## src/rtl/tcpf_pkg.sv

```systemverilog
`timescale 1ns / 1ps

package tcpf_pkg;

	localparam int DEPTH        = 16;
	localparam int PAYLOAD_BITS = 50;
	localparam int PTR_W        = (DEPTH > 1) ? $clog2(DEPTH) : 1;
	localparam int FILL_W       = $clog2(DEPTH + 1);
	localparam int LVL_W        = 5;
	localparam int OP_W         = 2;
	localparam int STS_W        = 2;

	localparam logic [OP_W-1:0] OP_PUSH    = 2'd0;
	localparam logic [OP_W-1:0] OP_POP     = 2'd1;
	localparam logic [OP_W-1:0] OP_PROMOTE = 2'd2;

	localparam logic [STS_W-1:0] STS_DONE    = 2'd0;
	localparam logic [STS_W-1:0] STS_FULL    = 2'd1;
	localparam logic [STS_W-1:0] STS_EMPTY   = 2'd2;
	localparam logic [STS_W-1:0] STS_NOTHING = 2'd3;

	typedef struct packed {
		logic [OP_W-1:0]         operation;
		logic                    push_urgent;
		logic [PAYLOAD_BITS-1:0] push_payload;
	} in_t;

	typedef struct packed {
		logic [STS_W-1:0]        status;
		logic [PAYLOAD_BITS-1:0] pop_payload;
		logic                    pop_from_urgent;
		logic [LVL_W-1:0]        normal_level;
		logic [LVL_W-1:0]        urgent_level;
	} out_t;

	typedef struct packed {
		logic load;
		logic exec;
	} cmd_t;

	typedef struct packed {
		logic out_busy;
	} stat_t;

endpackage

```

## src/rtl/tcpf_ctrl.sv

```systemverilog
`timescale 1ns / 1ps

module tcpf_ctrl (
	input  logic            clk,
	input  logic            arst_n,
	input  logic            in_valid,
	output logic            in_ready,
	input  tcpf_pkg::stat_t stat,
	output tcpf_pkg::cmd_t  cmd
);

	localparam logic ST_IDLE = 1'b0;
	localparam logic ST_EXEC = 1'b1;

	logic state_q;
	logic state_d;

	always_comb begin
		in_ready = (state_q == ST_IDLE);
		cmd.load = in_valid && in_ready;
		cmd.exec = (state_q == ST_EXEC) && !stat.out_busy;
		state_d  = state_q;
		case (state_q)
			ST_IDLE: begin
				if (cmd.load) begin
					state_d = ST_EXEC;
				end
			end
			ST_EXEC: begin
				if (cmd.exec) begin
					state_d = ST_IDLE;
				end
			end
			default: begin
				state_d = ST_IDLE;
			end
		endcase
	end

	always_ff @(posedge clk or negedge arst_n) begin
		if (!arst_n) begin
			state_q <= ST_IDLE;
		end else begin
			state_q <= state_d;
		end
	end

endmodule

```

## src/rtl/tcpf_dp.sv

```systemverilog
`timescale 1ns / 1ps

module tcpf_dp (
	input  logic            clk,
	input  logic            arst_n,
	input  tcpf_pkg::in_t   in_data,
	input  tcpf_pkg::cmd_t  cmd,
	output tcpf_pkg::stat_t stat,
	output logic            out_valid,
	input  logic            out_ready,
	output tcpf_pkg::out_t  out_data
);

	logic [tcpf_pkg::PAYLOAD_BITS-1:0] n_mem [tcpf_pkg::DEPTH];
	logic [tcpf_pkg::PAYLOAD_BITS-1:0] u_mem [tcpf_pkg::DEPTH];
	logic [tcpf_pkg::PAYLOAD_BITS-1:0] n_rd_q;
	logic [tcpf_pkg::PAYLOAD_BITS-1:0] u_rd_q;

	tcpf_pkg::in_t               item_q;
	tcpf_pkg::out_t              out_q;
	logic                        out_valid_q;
	logic [tcpf_pkg::PTR_W-1:0]  n_rp_q, n_wp_q, u_rp_q, u_wp_q;
	logic [tcpf_pkg::FILL_W-1:0] n_fill_q, u_fill_q, n_fill_d, u_fill_d;
	logic [tcpf_pkg::FILL_W:0]   total;

	logic                              n_take, n_put, u_take, u_put, from_u;
	logic [tcpf_pkg::STS_W-1:0]        sts;
	logic [tcpf_pkg::PAYLOAD_BITS-1:0] popped, u_wdata;

	function automatic logic [tcpf_pkg::PTR_W-1:0] ptr_next(
		input logic [tcpf_pkg::PTR_W-1:0] p
	);
		if (p == tcpf_pkg::PTR_W'(tcpf_pkg::DEPTH - 1)) begin
			return '0;
		end
		return p + 1'b1;
	endfunction

	assign total = (tcpf_pkg::FILL_W + 1)'(n_fill_q) + (tcpf_pkg::FILL_W + 1)'(u_fill_q);

	always_comb begin
		n_take = 1'b0;
		n_put  = 1'b0;
		u_take = 1'b0;
		u_put  = 1'b0;
		from_u = 1'b0;
		sts    = tcpf_pkg::STS_DONE;
		popped = '0;
		case (item_q.operation)
			tcpf_pkg::OP_PUSH: begin
				if (total >= (tcpf_pkg::FILL_W + 1)'(tcpf_pkg::DEPTH)) begin
					sts = tcpf_pkg::STS_FULL;
				end else if (item_q.push_urgent) begin
					u_put = 1'b1;
				end else begin
					n_put = 1'b1;
				end
			end
			tcpf_pkg::OP_POP: begin
				if (u_fill_q != '0) begin
					u_take = 1'b1;
					from_u = 1'b1;
					popped = u_rd_q;
				end else if (n_fill_q != '0) begin
					n_take = 1'b1;
					popped = n_rd_q;
				end else begin
					sts = tcpf_pkg::STS_EMPTY;
				end
			end
			tcpf_pkg::OP_PROMOTE: begin
				if (n_fill_q != '0) begin
					n_take = 1'b1;
					u_put  = 1'b1;
				end else begin
					sts = tcpf_pkg::STS_NOTHING;
				end
			end
			default: begin
			end
		endcase
		u_wdata  = (item_q.operation == tcpf_pkg::OP_PROMOTE) ? n_rd_q : item_q.push_payload;
		n_fill_d = n_fill_q + tcpf_pkg::FILL_W'(n_put) - tcpf_pkg::FILL_W'(n_take);
		u_fill_d = u_fill_q + tcpf_pkg::FILL_W'(u_put) - tcpf_pkg::FILL_W'(u_take);
	end

	always_ff @(posedge clk) begin
		if (cmd.exec && n_put) begin
			n_mem[n_wp_q] <= item_q.push_payload;
		end
		if (cmd.exec && u_put) begin
			u_mem[u_wp_q] <= u_wdata;
		end
		n_rd_q <= n_mem[n_rp_q];
		u_rd_q <= u_mem[u_rp_q];
		if (cmd.load) begin
			item_q <= in_data;
		end
		if (cmd.exec) begin
			out_q.status          <= sts;
			out_q.pop_payload     <= popped;
			out_q.pop_from_urgent <= from_u;
			out_q.normal_level    <= tcpf_pkg::LVL_W'(n_fill_d);
			out_q.urgent_level    <= tcpf_pkg::LVL_W'(u_fill_d);
		end
	end

	always_ff @(posedge clk or negedge arst_n) begin
		if (!arst_n) begin
			n_rp_q      <= '0;
			n_wp_q      <= '0;
			u_rp_q      <= '0;
			u_wp_q      <= '0;
			n_fill_q    <= '0;
			u_fill_q    <= '0;
			out_valid_q <= 1'b0;
		end else begin
			if (cmd.exec) begin
				if (n_take) begin
					n_rp_q <= ptr_next(n_rp_q);
				end
				if (n_put) begin
					n_wp_q <= ptr_next(n_wp_q);
				end
				if (u_take) begin
					u_rp_q <= ptr_next(u_rp_q);
				end
				if (u_put) begin
					u_wp_q <= ptr_next(u_wp_q);
				end
				n_fill_q    <= n_fill_d;
				u_fill_q    <= u_fill_d;
				out_valid_q <= 1'b1;
			end else if (out_ready) begin
				out_valid_q <= 1'b0;
			end
		end
	end

	assign stat.out_busy = out_valid_q && !out_ready;
	assign out_valid     = out_valid_q;
	assign out_data      = out_q;

	// The two queues together never hold more than the shared capacity.
	a_capacity: assert property (@(posedge clk) disable iff (!arst_n)
		total <= (tcpf_pkg::FILL_W + 1)'(tcpf_pkg::DEPTH))
		else $error("queues exceed shared capacity");

	// An empty normal queue has its read and write pointers together.
	a_normal_ptrs: assert property (@(posedge clk) disable iff (!arst_n)
		(n_fill_q == '0) |-> (n_rp_q == n_wp_q))
		else $error("normal queue pointers disagree with its fill");

	// A promote moves an entry between queues and keeps the total.
	a_promote_total: assert property (@(posedge clk) disable iff (!arst_n)
		(cmd.exec && item_q.operation == tcpf_pkg::OP_PROMOTE) |=> (total == $past(total)))
		else $error("promote changed the total fill");

	// A result is only produced when the output register is free.
	a_no_overwrite: assert property (@(posedge clk) disable iff (!arst_n)
		cmd.exec |-> (!out_valid_q || out_ready))
		else $error("result overwrote an untaken result");

endmodule

```

## src/rtl/two_class_priority_fifo_with_promotion.sv

```systemverilog
`timescale 1ns / 1ps
// An operation is registered when transferred in; its result is registered when it executes.
// The controller alternates accept and execute; execution waits while a result sits untaken.
// The next operation may be transferred while the previous result waits on the output.
// Reset clears pointers, fill counts and the controller; queue storage is not cleared.

module two_class_priority_fifo_with_promotion (
	input  logic           clk,
	input  logic           arst_n,
	input  logic           in_valid,
	output logic           in_ready,
	input  tcpf_pkg::in_t  in_data,
	output logic           out_valid,
	input  logic           out_ready,
	output tcpf_pkg::out_t out_data
);

	tcpf_pkg::cmd_t  cmd;
	tcpf_pkg::stat_t stat;

	tcpf_ctrl u_ctrl (
		.clk      (clk),
		.arst_n   (arst_n),
		.in_valid (in_valid),
		.in_ready (in_ready),
		.stat     (stat),
		.cmd      (cmd)
	);

	tcpf_dp u_dp (
		.clk       (clk),
		.arst_n    (arst_n),
		.in_data   (in_data),
		.cmd       (cmd),
		.stat      (stat),
		.out_valid (out_valid),
		.out_ready (out_ready),
		.out_data  (out_data)
	);

endmodule

```

## config.mk

```make
export PLATFORM = sky130hd
export DESIGN_NAME = two_class_priority_fifo_with_promotion
export DESIGN_NICKNAME = d
export VERILOG_FILES = /design/src/rtl/tcpf_pkg.sv /design/src/rtl/tcpf_ctrl.sv /design/src/rtl/tcpf_dp.sv /design/src/rtl/two_class_priority_fifo_with_promotion.sv
export SDC_FILE = /design/constraint.sdc
export NUM_CORES = 2
export LEC_CHECK = 0
export BUFFER_PORTS_ARGS = -buffer_cell sky130_fd_sc_hd__buf_2
export CORE_ASPECT_RATIO = 1.75
export CORE_MARGIN = 4
export CORE_UTILIZATION = 60
export CTS_CLUSTER_SIZE = 20
export DETAILED_ROUTE_END_ITERATION = 16
export PLACE_DENSITY = 0.85
export SYNTH_ARGS = -nofsm -noshare
export SYNTH_HDL_FRONTEND = slang
export SYNTH_SLANG_ARGS = --single-unit
```

## constraint.sdc

```tcl
create_clock -name clk -period 13.1 [get_ports clk]
set_input_delay 3.275 -clock clk [delete_from_list [all_inputs] [get_ports clk]]
set_output_delay 3.275 -clock clk [all_outputs]
set_load 0.05 [all_outputs]
```

==> results <==
- The flow ran to the end, and the final reports show no timing, DRC or antenna violations.
- In this run, post-CTS hold repair placed 0 buffers.
- The total of cells resized after clock tree synthesis is 0.
- The site row count is 165.
- The minimum setup slack in the final design is approximately 7300 ps.
- Buffers placed on the I/O ports in this run total roughly 120.
- The distinct cell type count of the synthesized netlist is 59.
- The number of nets handed over by synthesis was about 3500.
- Setup repair after global routing left no endpoint under its margin.
- The critical path start-end classification is in -> reg.
- Routability-driven placement finished with a final weighted congestion of 0.786.
- Clock-pin slew was measured on the worst setup and hold paths at about 80 ps.
- The number of flops mapped to enable cells by yosys is between 1500 and 2000.
- Averaged over all synthesized cells, the footprint is approximately 20 um2.
- Across the run, the number of max-cap violations was 0.
- The overall track demand over capacity in global routing is between 20% and 30%.
- The clock passes through at most 3 buffers.
- STA classifies the critical path startpoint as a primary input.
- The count of endpoints failing setup in the final report is 0.
- The design draws ~16 mW.
- The proportion of register bits with asynchronous set or reset after synthesis is 1.52%.
- The total area inside the core boundary comes to approximately 120000 um2.
- The cell family contributing the most delay on the critical path is simple AND/OR/NAND/NOR gates.
- The area fraction in and, or, nand and nor cells after synthesis is between 1 and 1.5%.
- The netlist area before placement is 69800 um2.
- The critical path contains buffers and inverters numbering 2 combined.
- The clock buffer count from CTS is 149.
- The leading register cell type out of synthesis is sky130_fd_sc_hd__edfxtp_1.
- Of the cells placed in the final design, the portion with a size suffix greater than 1 is 19.6%.
- The fill cell total of the finished layout is 6813.
- Data arrives at the worst endpoint at approximately 6300 ps.
- The via count is 35200.
- The worst hold path cell count is 1.
- Clock skew on the completed layout was measured at between 30 and 40 ps.
- After Yosys synthesis, full adders, half adders and majority gates account for less than 1% of the synthesized area.
- The number of antenna violations at the first check in global routing is 4.
- The die covers ~120000 um2.
- In this run the vertical extent of the chip is 459 um.
- The placed cell area is roughly 70000 um2.
- Counting flops and latches in the post-synthesis netlist gives between 1500 and 2000.
- The setup TNS is 0 ps.
- Entering global routing, the biggest net connects 123 pins.
- The shortest period the worst path allows is between 5000 and 6000 ps.
- Counting cells, the worst reg-to-reg path comes to 7.
- In the routed design, unresolved DRC markers number 0.
- Static timing analysis puts the maximum clock frequency at around 170 MHz.
- Dividing the detail-routed wire length by the instance count gives 29.9 um.
- The minimum setup slack among reg-to-reg paths is around 8500 ps.
- Clock tree synthesis selected as its root buffer the cell sky130_fd_sc_hd__clkbuf_16.
- Along the worst path, the maximum fanout reaches 26.
- The number of vias per cell is 6.74.
- Power spread over the standard cell area amounts to about 200 nW/um2.
- The largest family of logic cells by synthesized area is multiplexers.
- TritonCTS built the clock tree.
- The worst setup path is captured at a register.
- In the synthesized netlist, the number of instances is ~3500.
- The number of failing hold endpoints at the final stage was 0.
- The transition at the pin with the smallest max-transition slack is 1120 ps.
- The H-tree generated during clock tree synthesis spans 4 levels.
- The endpoint required time on the critical path is about 14000 ps.
- Walking the worst path, the cells encountered are buf_2 > nand2b_1 > nand4_1 > nor2_1 > and4_2 > buf_4.
- The critical path depth is 6.
- The half-perimeter wire length of the detailed placement result is 85000 um.
- The share of the synthesized netlist area taken by xor and xnor gates is 0.126%.
- The first global-routing pass estimated approximately 230000 um of wire.
- From left edge to right edge, the die measures approximately 270 um.
- The fraction of the mapped netlist area in compound gates is approximately 5.4%.
- The number of routed nets with antenna violations is 0.
- For this design the static power due to leakage is approximately 26 nW.
- The fraction of the core area covered by cells at the end of the flow is roughly 67%.
- In this run the worst hold path is classified as reg -> reg.
- In the finished design, the share of the clock period the worst path needs comes to roughly 45%.
- Clock tree synthesis found a total of between 1500 and 2000 sinks.
- The DRC violation total after the first TritonRoute iteration is 4568.
- Once the clock tree was built, the setup fixing pass inserted 0 buffers.
- After global routing the overflow that remains totals 0.
- For this run, the number of Yosys warnings is 0.
- The via count of the first global-routing pass is approximately 36000.
- approximately 120 I/O pins were placed.
- The normalized max-slew margin is between 20% and 30%.
- The max-slew violation count came to 0.
- Among all stages on the critical path, the largest delay is contributed by sky130_fd_sc_hd__and4_2.
- The maximum vdd ir drop is ~0.17 mV.
- From synthesis to final layout, the design area changed by 10.3%.
- For this run, the register share of the synthesized area comes to just under 80%.
- For this configuration, the core starts out at a cell density of between 60 and 70%.
- The worst setup slack before clock tree synthesis is between 6000 and 7000 ps.
- For this run, the slowest stage of the critical path takes a little over 900 ps.
- The portion of synthesized area spent on multiplexers is between 10% and 20%.
- The routed design has 156000 um of wire.
- The net count reported at finish is 3675.
- The number of iterations in the first detailed-routing pass is 6.
- The final cell area excluding filler cells is between 70000 and 80000 um2.
- The latest clock arrival within the worst-skew pair is just under 800 ps.
## cell type report
type	count	area (um2)	share of cell area, %
clock inverter	90	1050	1.36
tap	1503	1880	2.44
inverter	32	123	0.159
multi-input combinational	1383	14500	18.9
timing repair buffer	176	1030	1.34
antenna	1	2.50	0.00325
sequential	1844	54300	70.5
clock buffer	186	4060	5.27
## logic make-up after synthesis
group,count (synthesis)
DFF,1844
muxes,660
AOI/OAI and AO/OA,491
buffers and inverters,226
and+or+nand+nor,190
adders and majority gates,32
xor gates and xnor gates,10
## per-stage QoR
stage	instances	hold WS, ps
finish	5215	511
global route	5215	535
CTS	5214	514
detailed placement	4938	511
global placement	4938	510
floorplan	3453	502
## per-layer routing
layer	part of all wire, %	track usage (%)	up-vias	routed length, um
li1	-	-	14500	-
met1	35	31.9	18000	53800
met2	53	44.8	2193	82300
met3	8.5	4.32	443	13200
met4	4.1	10.2	4	6390
met5	0.017	0	-	26
## placed cells by master, fill, tap and decap left out, drive strengths merged, types with 28 or more instances in the layout
| master | count |
|---|---|
| a221oi | 200 |
| a22oi | 100 |
| ha | 30 |
| mux4 | 200 |
| edfxtp | 1716 |
| clkbuf | 186 |
| dfxtp | 100 |
| buf | 176 |
| mux2 | 60 |
| mux2i | 400 |
| dfrtp | 28 |
| clkinv | 46 |
| inv | 40 |
| o21ai | 107 |
| nand2 | 114 |
| a22o | 52 |
## report_power, final
| part | switching [mW] | leakage (nW) | total [mW] | internal [mW] |
|---|---|---|---|---|
| registers | 0.417 | 16.7 | 7.37 | 6.95 |
| clock network | 2.08 | 2.44 | 4.69 | 2.60 |
| logic | 2.11 | 6.50 | 3.55 | 1.44 |
| total | 4.61 | 25.6 | 15.6 | 11.0 |
## worst reg2reg max path, delay by kind of cell, from the launching register on
kind            cells  cell delay, ps
compound gates      2             710
mux                 1             320
buf+inv             3            2500
simple gates        1             140
flops               1             920
## path summary, 6_finish.rpt
path / start / end
worst max-delay path: out_ready / u_dp.n_mem[13][24]
worst min-delay path: u_dp.u_rd_q[49] / u_dp.out_data[60]
worst max register to register: u_dp.u_rp_q[0] / u_dp.u_rd_q[30]
worst min register to register: u_dp.u_rd_q[49] / u_dp.out_data[60]
max in group asynchronous: arst_n / u_dp.n_rp_q[1]
min in group asynchronous: arst_n / u_dp.n_fill_q[0]
## Yosys cell counts (5+ instances only)
master | number | share of area (%)
sky130_fd_sc_hd__nor2b_1 | 7 | 0.063
sky130_fd_sc_hd__buf_1 | 15 | 0.081
sky130_fd_sc_hd__mux2i_1 | 400 | 5.7
sky130_fd_sc_hd__buf_2 | 35 | 0.25
sky130_fd_sc_hd__mux4_2 | 200 | 6.5
sky130_fd_sc_hd__mux2_2 | 58 | 0.94
sky130_fd_sc_hd__a21oi_1 | 12 | 0.086
sky130_fd_sc_hd__inv_1 | 30 | 0.16
sky130_fd_sc_hd__edfxtp_1 | 1716 | 74
sky130_fd_sc_hd__dfrtp_1 | 28 | 1.0
sky130_fd_sc_hd__a22oi_1 | 100 | 1.1
sky130_fd_sc_hd__a221oi_1 | 200 | 2.5
sky130_fd_sc_hd__o21ai_0 | 107 | 0.77
sky130_fd_sc_hd__and2_1 | 12 | 0.11
sky130_fd_sc_hd__dfxtp_1 | 100 | 2.9
sky130_fd_sc_hd__ha_1 | 30 | 0.54
sky130_fd_sc_hd__buf_6 | 9 | 0.15
sky130_fd_sc_hd__nand2_1 | 114 | 0.61
sky130_fd_sc_hd__buf_4 | 44 | 0.47
sky130_fd_sc_hd__and4b_1 | 5 | 0.072
sky130_fd_sc_hd__xnor2_1 | 6 | 0.075
sky130_fd_sc_hd__and3_1 | 13 | 0.12
sky130_fd_sc_hd__clkbuf_1 | 91 | 0.49
sky130_fd_sc_hd__a22o_1 | 52 | 0.65
sky130_fd_sc_hd__nor2_1 | 6 | 0.032
## state kept, by name, indices dropped and copies added, names as in the netlist
signal	count
u_dp.u_rp_q	4
u_dp.u_wp_q	4
u_dp.n_fill_q	5
u_ctrl.state_q	1
u_dp.u_fill_q	5
u_dp.u_mem	800
u_dp.n_mem	800
u_dp.out_data	63
u_dp.out_valid	1
u_dp.n_wp_q	4
u_dp.n_rd_q	50
u_dp.item_q	53
u_dp.n_rp_q	4
u_dp.u_rd_q	50
(Power assumes the default switching activity.)
